===== src/rtl/core/fmrn_pkg.sv =====
// Package with the shared types, widths and constants of the feature normalizer.
`timescale 1ns / 1ps

package fmrn_pkg;

    localparam int DEFAULT_MAX_ROWS     = 64;
    localparam int DEFAULT_SAMPLE_WIDTH = 32;

    localparam int NUM_ROWS_W  = 7;
    localparam int NUM_COLS_W  = 8;
    localparam int CFG_DATA_W  = 8;
    localparam int CFG_INDEX_W = 1;
    localparam int ROW_INDEX_W = 6;
    localparam int OUT_W       = 32;

    localparam logic [NUM_ROWS_W-1:0] NUM_ROWS_RESET    = 7'd64;
    localparam logic [NUM_COLS_W-1:0] NUM_COLUMNS_RESET = 8'd1;

    localparam logic [CFG_INDEX_W-1:0] REG_NUM_ROWS    = 1'b0;
    localparam logic [CFG_INDEX_W-1:0] REG_NUM_COLUMNS = 1'b1;

    localparam int FRAC_BITS   = 30;
    localparam int QUO_W       = FRAC_BITS + 1;
    localparam int FRAC_STEPS  = 2;
    localparam int FRAC_CYCLES = FRAC_BITS / FRAC_STEPS;

    typedef enum logic [3:0] {
        S_LOAD,
        S_MEAN_INIT,
        S_MEAN,
        S_MEAN_END,
        S_READ,
        S_DIFF,
        S_ABS,
        S_QINT,
        S_QFRAC,
        S_EMIT
    } state_t;

    typedef struct packed {
        logic load;
        logic mean_init;
        logic mean_step;
        logic mean_end;
        logic rd;
        logic diff;
        logic absval;
        logic qint;
        logic qfrac;
        logic emit;
    } cmd_t;

    typedef struct packed {
        logic col_done;
        logic step_last;
        logic last_row;
    } status_t;

endpackage


===== src/rtl/core/fmrn_ram.sv =====
// Generic single-port-write, registered-read RAM.
`timescale 1ns / 1ps

module fmrn_ram #(
    parameter int WIDTH = 32,
    parameter int DEPTH = 64
) (
    input  logic                     clk,
    input  logic                     we,
    input  logic [$clog2(DEPTH)-1:0] waddr,
    input  logic [WIDTH-1:0]         wdata,
    input  logic                     re,
    input  logic [$clog2(DEPTH)-1:0] raddr,
    output logic [WIDTH-1:0]         rdata
);

    logic [WIDTH-1:0] mem [DEPTH];
    logic [WIDTH-1:0] rdata_reg;

    always_ff @(posedge clk)
    begin
        if (we)
        begin
            mem[waddr] <= wdata;
        end
        if (re)
        begin
            rdata_reg <= mem[raddr];
        end
    end

    assign rdata = rdata_reg;

endmodule


===== src/rtl/core/fmrn_datapath.sv =====
// Datapath: sample store, running statistics, mean and quotient dividers, result registers.
`timescale 1ns / 1ps

module fmrn_datapath #(
    parameter int MAX_ROWS     = fmrn_pkg::DEFAULT_MAX_ROWS,
    parameter int SAMPLE_WIDTH = fmrn_pkg::DEFAULT_SAMPLE_WIDTH
) (
    input  logic                               clk,
    input  logic                               rst_n,
    input  fmrn_pkg::cmd_t                     cmd,
    output fmrn_pkg::status_t                  status,
    input  logic                               cfg_write,
    input  logic [fmrn_pkg::CFG_INDEX_W-1:0]   cfg_index,
    input  logic [fmrn_pkg::CFG_DATA_W-1:0]    cfg_data,
    input  logic [SAMPLE_WIDTH-1:0]            sample,
    output logic                               result_valid,
    output logic [fmrn_pkg::OUT_W-1:0]         normalized,
    output logic [fmrn_pkg::NUM_COLS_W-1:0]    column_index,
    output logic [fmrn_pkg::ROW_INDEX_W-1:0]   row_index,
    output logic                               range_zero,
    output logic                               last
);

    localparam int SW    = SAMPLE_WIDTH;
    localparam int RIW   = $clog2(MAX_ROWS);
    localparam int CW    = RIW + 1;
    localparam int SUM_W = SW + RIW;
    localparam int REMW  = SW + 2;
    localparam int SCW   = $clog2(SUM_W + 1);
    localparam int QW    = fmrn_pkg::QUO_W;
    localparam int NRW   = fmrn_pkg::NUM_ROWS_W;
    localparam int NCW   = fmrn_pkg::NUM_COLS_W;
    localparam int OW    = fmrn_pkg::OUT_W;

    // Control state.
    logic [NRW-1:0] num_rows_reg;
    logic [NCW-1:0] num_columns_reg;
    logic [RIW-1:0] row_count_reg;
    logic [NCW-1:0] column_count_reg;
    logic [RIW-1:0] row_idx_reg;
    logic [SCW-1:0] step_cnt_reg;
    logic           result_valid_reg;

    // Payload state.
    logic signed [SW-1:0]    max_reg;
    logic signed [SW-1:0]    min_reg;
    logic signed [SUM_W-1:0] sum_reg;
    logic [CW-1:0]           count_reg;
    logic [CW-1:0]           mrem_reg;
    logic [SUM_W-1:0]        mquo_reg;
    logic                    mneg_reg;
    logic signed [SW-1:0]    mean_reg;
    logic [SW-1:0]           range_reg;
    logic                    zero_reg;
    logic signed [SW:0]      diff_reg;
    logic                    neg_reg;
    logic [REMW-1:0]         rem_reg;
    logic [QW-1:0]           quo_reg;
    logic                    sat_reg;
    logic [OW-1:0]           normalized_reg;
    logic [NCW-1:0]          column_index_reg;
    logic [fmrn_pkg::ROW_INDEX_W-1:0] row_index_reg;
    logic                    range_zero_reg;
    logic                    last_reg;

    logic [SW-1:0]        rd_data;
    logic [CW-1:0]        n_eff;
    logic [CW-1:0]        count;
    logic [NCW-1:0]       cols_eff;
    logic [NCW:0]         col_plus;
    logic [NCW-1:0]       column_next;
    logic [CW:0]          mshift;
    logic                 mge;
    logic [CW-1:0]        mrem_next;
    logic [SUM_W-1:0]     mean_mag;
    logic [SUM_W-1:0]     mean_full;
    logic [SW:0]          range_wide;
    logic [REMW-1:0]      diff_ext;
    logic [REMW-1:0]      range_x;
    logic [REMW-1:0]      range_x2;
    logic                 ge1;
    logic                 ge2;
    logic [REMW-1:0]      rem_frac;
    logic [QW-1:0]        quo_frac;
    logic [QW-1:0]        quo_clamped;
    logic [OW-1:0]        quo_out;
    logic [OW-1:0]        normalized_next;

    fmrn_ram #(
        .WIDTH(SW),
        .DEPTH(MAX_ROWS)
    ) u_store (
        .clk  (clk),
        .we   (cmd.load),
        .waddr(row_count_reg),
        .wdata(sample),
        .re   (cmd.rd),
        .raddr(row_idx_reg),
        .rdata(rd_data)
    );

    always_comb
    begin
        if (num_rows_reg == '0)
        begin
            n_eff = CW'(1);
        end
        else if (num_rows_reg > NRW'(MAX_ROWS))
        begin
            n_eff = CW'(MAX_ROWS);
        end
        else
        begin
            n_eff = CW'(num_rows_reg);
        end
    end

    assign count       = CW'(row_count_reg) + CW'(1);
    assign cols_eff    = (num_columns_reg == '0) ? NCW'(1) : num_columns_reg;
    assign col_plus    = {1'b0, column_count_reg} + (NCW + 1)'(1);
    assign column_next = (col_plus >= {1'b0, cols_eff}) ? '0 : col_plus[NCW-1:0];

    assign status.col_done  = (count >= n_eff);
    assign status.step_last = (step_cnt_reg == SCW'(1));
    assign status.last_row  = ((CW'(row_idx_reg) + CW'(1)) == count_reg);

    // Mean divider: one restoring step per cycle.
    assign mshift    = {mrem_reg, mquo_reg[SUM_W-1]};
    assign mge       = (mshift >= {1'b0, count_reg});
    assign mrem_next = mge ? CW'(mshift - {1'b0, count_reg}) : mshift[CW-1:0];
    assign mean_mag  = mquo_reg;
    assign mean_full = mneg_reg ? (SUM_W'(0) - mean_mag) : mean_mag;

    assign range_wide = {max_reg[SW-1], max_reg} - {min_reg[SW-1], min_reg};
    assign diff_ext   = REMW'(diff_reg);
    assign range_x    = REMW'(range_reg);
    assign range_x2   = {1'b0, range_reg, 1'b0};
    assign ge1        = (rem_reg >= range_x);
    assign ge2        = (rem_reg >= range_x2);

    // Fraction bits of the quotient, two per cycle.
    always_comb
    begin
        logic [REMW-1:0] r;
        logic [QW-1:0]   q;
        r = rem_reg;
        q = quo_reg;
        for (int k = 0; k < fmrn_pkg::FRAC_STEPS; k++)
        begin
            r = {r[REMW-2:0], 1'b0};
            if (r >= range_x)
            begin
                r = r - range_x;
                q = {q[QW-2:0], 1'b1};
            end
            else
            begin
                q = {q[QW-2:0], 1'b0};
            end
        end
        rem_frac = r;
        quo_frac = q;
    end

    always_comb
    begin
        logic [QW-1:0] qmax;
        qmax = QW'(1) << fmrn_pkg::FRAC_BITS;
        if (sat_reg || (quo_reg > qmax))
        begin
            quo_clamped = qmax;
        end
        else
        begin
            quo_clamped = quo_reg;
        end
        quo_out = OW'(quo_clamped);
        if (zero_reg)
        begin
            normalized_next = '0;
        end
        else if (neg_reg)
        begin
            normalized_next = OW'(0) - quo_out;
        end
        else
        begin
            normalized_next = quo_out;
        end
    end

    always_ff @(posedge clk or negedge rst_n)
    begin
        if (!rst_n)
        begin
            num_rows_reg     <= fmrn_pkg::NUM_ROWS_RESET;
            num_columns_reg  <= fmrn_pkg::NUM_COLUMNS_RESET;
            row_count_reg    <= '0;
            column_count_reg <= '0;
            row_idx_reg      <= '0;
            step_cnt_reg     <= '0;
            result_valid_reg <= 1'b0;
        end
        else
        begin
            result_valid_reg <= cmd.emit;
            if (cfg_write)
            begin
                case (cfg_index)
                    fmrn_pkg::REG_NUM_ROWS:
                    begin
                        num_rows_reg <= cfg_data[NRW-1:0];
                    end
                    fmrn_pkg::REG_NUM_COLUMNS:
                    begin
                        num_columns_reg <= cfg_data[NCW-1:0];
                    end
                    default:
                    begin
                    end
                endcase
            end
            if (cmd.load)
            begin
                row_count_reg <= status.col_done ? '0 : count[RIW-1:0];
            end
            if (cmd.mean_init)
            begin
                step_cnt_reg <= SCW'(SUM_W);
            end
            else if (cmd.qint)
            begin
                step_cnt_reg <= SCW'(fmrn_pkg::FRAC_CYCLES);
            end
            else if (cmd.mean_step || cmd.qfrac)
            begin
                step_cnt_reg <= step_cnt_reg - SCW'(1);
            end
            if (cmd.mean_end)
            begin
                row_idx_reg <= '0;
            end
            else if (cmd.emit)
            begin
                row_idx_reg <= row_idx_reg + RIW'(1);
                if (status.last_row)
                begin
                    column_count_reg <= column_next;
                end
            end
        end
    end

    always_ff @(posedge clk)
    begin
        if (cmd.load)
        begin
            if (row_count_reg == '0)
            begin
                max_reg <= $signed(sample);
                min_reg <= $signed(sample);
                sum_reg <= SUM_W'($signed(sample));
            end
            else
            begin
                if ($signed(sample) > max_reg)
                begin
                    max_reg <= $signed(sample);
                end
                if ($signed(sample) < min_reg)
                begin
                    min_reg <= $signed(sample);
                end
                sum_reg <= sum_reg + SUM_W'($signed(sample));
            end
            count_reg <= count;
        end
        if (cmd.mean_init)
        begin
            mrem_reg <= '0;
            mneg_reg <= sum_reg[SUM_W-1];
            mquo_reg <= sum_reg[SUM_W-1] ? (SUM_W'(0) - sum_reg) : sum_reg;
        end
        if (cmd.mean_step)
        begin
            mrem_reg <= mrem_next;
            mquo_reg <= {mquo_reg[SUM_W-2:0], mge};
        end
        if (cmd.mean_end)
        begin
            mean_reg  <= mean_full[SW-1:0];
            range_reg <= range_wide[SW-1:0];
            zero_reg  <= (max_reg == min_reg);
        end
        if (cmd.diff)
        begin
            diff_reg <= {rd_data[SW-1], rd_data} - {mean_reg[SW-1], mean_reg};
        end
        if (cmd.absval)
        begin
            neg_reg <= diff_reg[SW];
            rem_reg <= diff_reg[SW] ? (REMW'(0) - diff_ext) : diff_ext;
        end
        if (cmd.qint)
        begin
            quo_reg <= QW'(ge1);
            sat_reg <= ge2;
            rem_reg <= ge1 ? (rem_reg - range_x) : rem_reg;
        end
        if (cmd.qfrac)
        begin
            rem_reg <= rem_frac;
            quo_reg <= quo_frac;
        end
        if (cmd.emit)
        begin
            normalized_reg   <= normalized_next;
            column_index_reg <= column_count_reg;
            row_index_reg    <= fmrn_pkg::ROW_INDEX_W'(row_idx_reg);
            range_zero_reg   <= zero_reg;
            last_reg         <= status.last_row;
        end
    end

    assign result_valid = result_valid_reg;
    assign normalized   = normalized_reg;
    assign column_index = column_index_reg;
    assign row_index    = row_index_reg;
    assign range_zero   = range_zero_reg;
    assign last         = last_reg;

endmodule


===== src/rtl/core/fmrn_ctrl.sv =====
// Controller state machine that sequences loading, the mean division and each result.
`timescale 1ns / 1ps

module fmrn_ctrl (
    input  logic              clk,
    input  logic              rst_n,
    input  logic              start,
    input  fmrn_pkg::status_t status,
    output fmrn_pkg::cmd_t    cmd,
    output logic              busy
);

    fmrn_pkg::state_t state_reg;
    fmrn_pkg::state_t state_next;

    always_ff @(posedge clk or negedge rst_n)
    begin
        if (!rst_n)
        begin
            state_reg <= fmrn_pkg::S_LOAD;
        end
        else
        begin
            state_reg <= state_next;
        end
    end

    always_comb
    begin
        state_next = state_reg;
        cmd        = '0;
        busy       = 1'b1;
        case (state_reg)
            fmrn_pkg::S_LOAD:
            begin
                busy = 1'b0;
                if (start)
                begin
                    cmd.load = 1'b1;
                    if (status.col_done)
                    begin
                        state_next = fmrn_pkg::S_MEAN_INIT;
                    end
                end
            end
            fmrn_pkg::S_MEAN_INIT:
            begin
                cmd.mean_init = 1'b1;
                state_next    = fmrn_pkg::S_MEAN;
            end
            fmrn_pkg::S_MEAN:
            begin
                cmd.mean_step = 1'b1;
                if (status.step_last)
                begin
                    state_next = fmrn_pkg::S_MEAN_END;
                end
            end
            fmrn_pkg::S_MEAN_END:
            begin
                cmd.mean_end = 1'b1;
                state_next   = fmrn_pkg::S_READ;
            end
            fmrn_pkg::S_READ:
            begin
                cmd.rd     = 1'b1;
                state_next = fmrn_pkg::S_DIFF;
            end
            fmrn_pkg::S_DIFF:
            begin
                cmd.diff   = 1'b1;
                state_next = fmrn_pkg::S_ABS;
            end
            fmrn_pkg::S_ABS:
            begin
                cmd.absval = 1'b1;
                state_next = fmrn_pkg::S_QINT;
            end
            fmrn_pkg::S_QINT:
            begin
                cmd.qint   = 1'b1;
                state_next = fmrn_pkg::S_QFRAC;
            end
            fmrn_pkg::S_QFRAC:
            begin
                cmd.qfrac = 1'b1;
                if (status.step_last)
                begin
                    state_next = fmrn_pkg::S_EMIT;
                end
            end
            fmrn_pkg::S_EMIT:
            begin
                cmd.emit   = 1'b1;
                state_next = status.last_row ? fmrn_pkg::S_LOAD : fmrn_pkg::S_READ;
            end
            default:
            begin
                state_next = fmrn_pkg::S_LOAD;
            end
        endcase
    end

endmodule


===== src/rtl/core/feature_mean_range_normalizer_core.sv =====
// Top level of the mean-normalization feature scaler.
`timescale 1ns / 1ps

// Samples enter column by column as requests: a request is taken at a clock edge where
// start is high and busy is low. Each column holds num_rows samples (register 0, clamped
// to 1..MAX_ROWS); loading takes one sample per cycle with busy low.
// The sample that completes a column raises busy. The block then divides the column sum
// by the sample count, one quotient bit per cycle, and then produces one result per stored
// row in row order. Each result passes through the store read, the subtraction of the mean,
// the magnitude and the integer bit, then the fractional divider, which resolves two
// quotient bits per cycle over 30 fraction bits. A result is shown for exactly one cycle
// with result_valid high; the receiver cannot stall. busy falls in the cycle the last
// result of a column appears, and the next column's first sample may be taken in that
// same cycle. The column index wraps after num_columns (register 1). The user must write
// configuration through cfg_write, cfg_index and cfg_data only while the block is idle;
// the block itself does not enforce this. Reset clears the row and column counts and
// restores the registers to 64 rows and 1 column; the sample store needs no clearing.

module feature_mean_range_normalizer_core #(
    parameter int MAX_ROWS     = fmrn_pkg::DEFAULT_MAX_ROWS,
    parameter int SAMPLE_WIDTH = fmrn_pkg::DEFAULT_SAMPLE_WIDTH
) (
    input  logic                              clk,
    input  logic                              rst_n,
    input  logic                              cfg_write,
    input  logic [fmrn_pkg::CFG_INDEX_W-1:0]  cfg_index,
    input  logic [fmrn_pkg::CFG_DATA_W-1:0]   cfg_data,
    input  logic                              start,
    output logic                              busy,
    input  logic [SAMPLE_WIDTH-1:0]           sample,
    output logic                              result_valid,
    output logic [fmrn_pkg::OUT_W-1:0]        normalized,
    output logic [fmrn_pkg::NUM_COLS_W-1:0]   column_index,
    output logic [fmrn_pkg::ROW_INDEX_W-1:0]  row_index,
    output logic                              range_zero,
    output logic                              last
);

    fmrn_pkg::cmd_t    cmd;
    fmrn_pkg::status_t status;

    fmrn_ctrl u_ctrl (
        .clk   (clk),
        .rst_n (rst_n),
        .start (start),
        .status(status),
        .cmd   (cmd),
        .busy  (busy)
    );

    fmrn_datapath #(
        .MAX_ROWS    (MAX_ROWS),
        .SAMPLE_WIDTH(SAMPLE_WIDTH)
    ) u_datapath (
        .clk         (clk),
        .rst_n       (rst_n),
        .cmd         (cmd),
        .status      (status),
        .cfg_write   (cfg_write),
        .cfg_index   (cfg_index),
        .cfg_data    (cfg_data),
        .sample      (sample),
        .result_valid(result_valid),
        .normalized  (normalized),
        .column_index(column_index),
        .row_index   (row_index),
        .range_zero  (range_zero),
        .last        (last)
    );

endmodule


===== config.mk =====
export PLATFORM = sky130hd
export DESIGN_NAME = feature_mean_range_normalizer_core
export DESIGN_NICKNAME = d
export VERILOG_FILES = /design/src/rtl/core/fmrn_pkg.sv /design/src/rtl/core/fmrn_ram.sv /design/src/rtl/core/fmrn_datapath.sv /design/src/rtl/core/fmrn_ctrl.sv /design/src/rtl/core/feature_mean_range_normalizer_core.sv
export SDC_FILE = /design/constraint.sdc
export NUM_CORES = 2
export LEC_CHECK = 0
export BUFFER_PORTS_ARGS = -buffer_cell sky130_fd_sc_hd__buf_2
export CAP_MARGIN = 20
export CELL_PAD_IN_SITES_DETAIL_PLACEMENT = 1
export CELL_PAD_IN_SITES_GLOBAL_PLACEMENT = 1
export CORE_UTILIZATION = 45
export DETAILED_ROUTE_END_ITERATION = 6
export GPL_ROUTABILITY_DRIVEN = 0
export HOLD_SLACK_MARGIN = 0.05
export PLACE_DENSITY_LB_ADDON = 0.1
export SYNTH_ARGS = -nofsm -noshare
export SYNTH_HDL_FRONTEND = slang
export SYNTH_SLANG_ARGS = --single-unit

===== constraint.sdc =====
create_clock -name clk -period 17.3 [get_ports clk]
set_input_delay 1.73 -clock clk [delete_from_list [all_inputs] [get_ports clk]]
set_output_delay 1.73 -clock clk [all_outputs]
set_load 0.02 [all_outputs]

==> metrics.txt <==
Peak VDD IR 0.0000928 V; core area 244000 sq um; Slew HR 0.237; critical path class register to register; row cnt 181; largest net degree at the start of global routing 112; Flop pwr share 0.524; Pleak 41.2 nW; Post-Syn Nets 6809; Worst-Margin Slew 1.14 ns; post-route ant nets 0; wire length per cell 32.1 um; initial core utilization 0.454; CTS tree yes; Bufs and invs on worst path 3; Hold Fails Final Rpt 0; PostCTS Resize Cnt 0; Internal 0.0101 W; Switching Share 0.203; max FFs per register 2048; DIE AREA 248000 sq um; outcome finished clean; CP max stage delay 0.75 ns; WHS 0.483 ns; total track usage 0.263; vias per cell 6.17; Final Slew Violations 0; Synth Register Bits 2494; Critical Path End Type register; first-pass GRT wire length 469000 um; post-synthesis sequential area ratio 0.675; endpoints failing setup 0; post-synthesis cell count 6436; crit path cell chain inv_1 -> fa_1 -> a211oi_1 -> o211ai_1 -> nand4_1 -> o211ai_1 -> o21ai_4 -> buf_4 -> o21ai_0 -> ha_1 -> o21ai_0 -> a31oi_1 -> a211oi_1 -> nor3_1 -> o2111ai_1 -> a31oi_1 -> and3b_1 -> buf_4 -> or4_1 -> a31oi_1; clock share of power 0.459; cts hold-fix bufs 0; Post-synth EDFFs 2448; slowest stage cell, crit path nor3_1; RSZ-0062 raised after global routing no; Max Cap Viol 0; cell mode on critical path a31oi_1; final wirelength 327000 um; layout cell share with drive strength beyond 1 0.212; PwrDens 101 nW/um^2; layout overhead on the synthesized area 13.1%; Detailed Route Iter0 Violations 6406; Synth async-reset ratio 0.0184; clk sinks 2494; critical path arrival 7.94 ns; Util after Layout 0.513; Yosys warning count 0; routed via count 62800; Synth Flop Type edfxtp_1; worst skew pair latency 0.95 ns; Remaining DRCs 0; combinational share of power 0.017; Die H 498 um; vias in the first global route 65000; CTS H-tree depth 5; syn_area_per_cell 17.2 sq um; Congestion Overflow GR 0; minimum clock period 7.23 ns; Final HPWL DP 208000 um; Final period util 0.418; CP required 18.01 ns; Max Root-Sink Buffers 4; IO Count 95; initial antenna violation count 34; clock transition at the registers of the reported paths 0.05 ns; CTS Root Cell clkbuf_16; top achievable clock speed 138 MHz; Top delay family on crit path compound AO/OA/AOI/OAI gates; Initial DRT Pass Iterations 5; Max Clock Skew 0.104 ns; setup_tns 0 ns; Num CTS Buffers 289; DIE WIDTH 498 um; setup bufs post-CTS 0; most frequent cells in the layout 2448 x edfxtp_1, 663 x mux4_2, 322 x nand2_1, 322 x ha_1, 293 x clkbuf_16; synth unique cells 85; Total Nets Final 7136; commonest non-fill, non-tap cell in the layout edfxtp_1; worst min path class register to register; crit path max fanout 68; crit path launch type register; I/O Buffers 94; NetSw 0.00257 W; synthesized cell area 111000 sq um
-- logic make-up after synthesis --
| kind of cell | count (synthesis) | share of synthesized area |
|---|---|---|
| mux | 725 | 0.141 |
| xor+xnor | 280 | 0.0222 |
| simple gates | 1154 | 0.0506 |
| compound gates | 974 | 0.0571 |
| fa+ha+maj | 328 | 0.0375 |
| flops | 2494 | 0.675 |
| buf+inv | 481 | 0.0165 |
-- metrics by stage --
stage	std cells	total power (W)	instance area (sq um)	worst slack, ns
6_report	10200	0.0126	125000	10.07
3_5_place_dp	9672	0.00697	116000	10.33
2_1_floorplan	6436	0.00682	111000	11.06
3_3_place_gp	9671	0.00696	116000	10.36
5_1_grt	10200	0.0129	125000	9.76
4_1_cts	10200	0.0127	125000	10.27
-- layout make-up --
type | count | area [sq um]
multi-input combinational | 3461 | 34700
inverter | 230 | 863
tap | 3202 | 4010
fill | 22400 | 119000
sequential | 2494 | 74700
clock inverter | 137 | 1190
antenna | 7 | 17.5
timing repair buffer | 287 | 1990
clock buffer | 360 | 7610
-- cells in the mapped netlist, types with 10 or more instances --
library cell	instances	area, sq um
a2111oi_0	10	87.6
a211o_1	10	87.6
a211oi_1	40	300
a21boi_0	13	97.6
a21o_1	112	841
a21oi_1	215	1080
a31oi_1	32	200
and2_1	24	150
and3_1	59	369
buf_1	58	218
buf_2	10	50.1
clkbuf_1	182	683
dfrtp_1	44	1100
edfxtp_1	2448	73500
ha_1	322	4030
inv_1	229	860
mux2_2	27	304
mux2i_1	35	350
mux4_2	663	14900
nand2_1	322	1210
nand2b_1	48	300
nand3_1	86	430
nand4_1	40	250
nor2_1	312	1170
nor2b_1	36	225
nor3_1	72	360
nor3b_1	11	82.6
nor4_1	24	150
o211ai_1	28	210
o21a_1	48	360
o21ai_0	254	1270
o21bai_1	23	173
o22ai_1	10	62.6
o31a_1	13	114
o31ai_1	58	435
o41ai_1	21	184
or2_2	13	81.3
or3_1	38	238
or4_1	26	195
xnor2_1	153	1340
xor2_1	127	1110
-- power by group through the flow --
stage	Sequential, W	Combinational (W)	Clock (W)
2_1_floorplan	0.00676	0.0000599	0
3_3_place_gp	0.00676	0.000205	0
3_5_place_dp	0.00676	0.000214	0
4_1_cts	0.00663	0.000215	0.00590
5_1_grt	0.00663	0.000230	0.00608
6_report	0.00663	0.000216	0.00580
-- metal layers --
metal	wire (um)	share of wire	vias up	global-route usage
li1	-	-	26600	-
met1	138000	0.42	33500	0.365
met2	157000	0.48	2088	0.430
met3	19600	0.060	519	0.0346
met4	12400	0.038	6	0.0900
met5	41	0.00013	-	0
-- path summary, 6_finish.rpt --
path / cells past startpoint / slack (ns) / from / endpoint
min: 0 / 0.48 / u_datapath.diff_reg[32] / u_datapath.neg_reg
max in group asynchronous: 2 / 15.77 / rst_n / u_datapath.row_idx_reg[0]
max reg2reg: 20 / 10.07 / u_datapath.range_reg[0] / u_datapath.rem_reg[14]
max: 20 / 10.07 / u_datapath.range_reg[0] / u_datapath.rem_reg[14]
min in group asynchronous: 2 / 0.98 / rst_n / u_datapath.step_cnt_reg[0]
min reg2reg: 0 / 0.48 / u_datapath.diff_reg[32] / u_datapath.neg_reg
(Power assumes the default switching activity.)
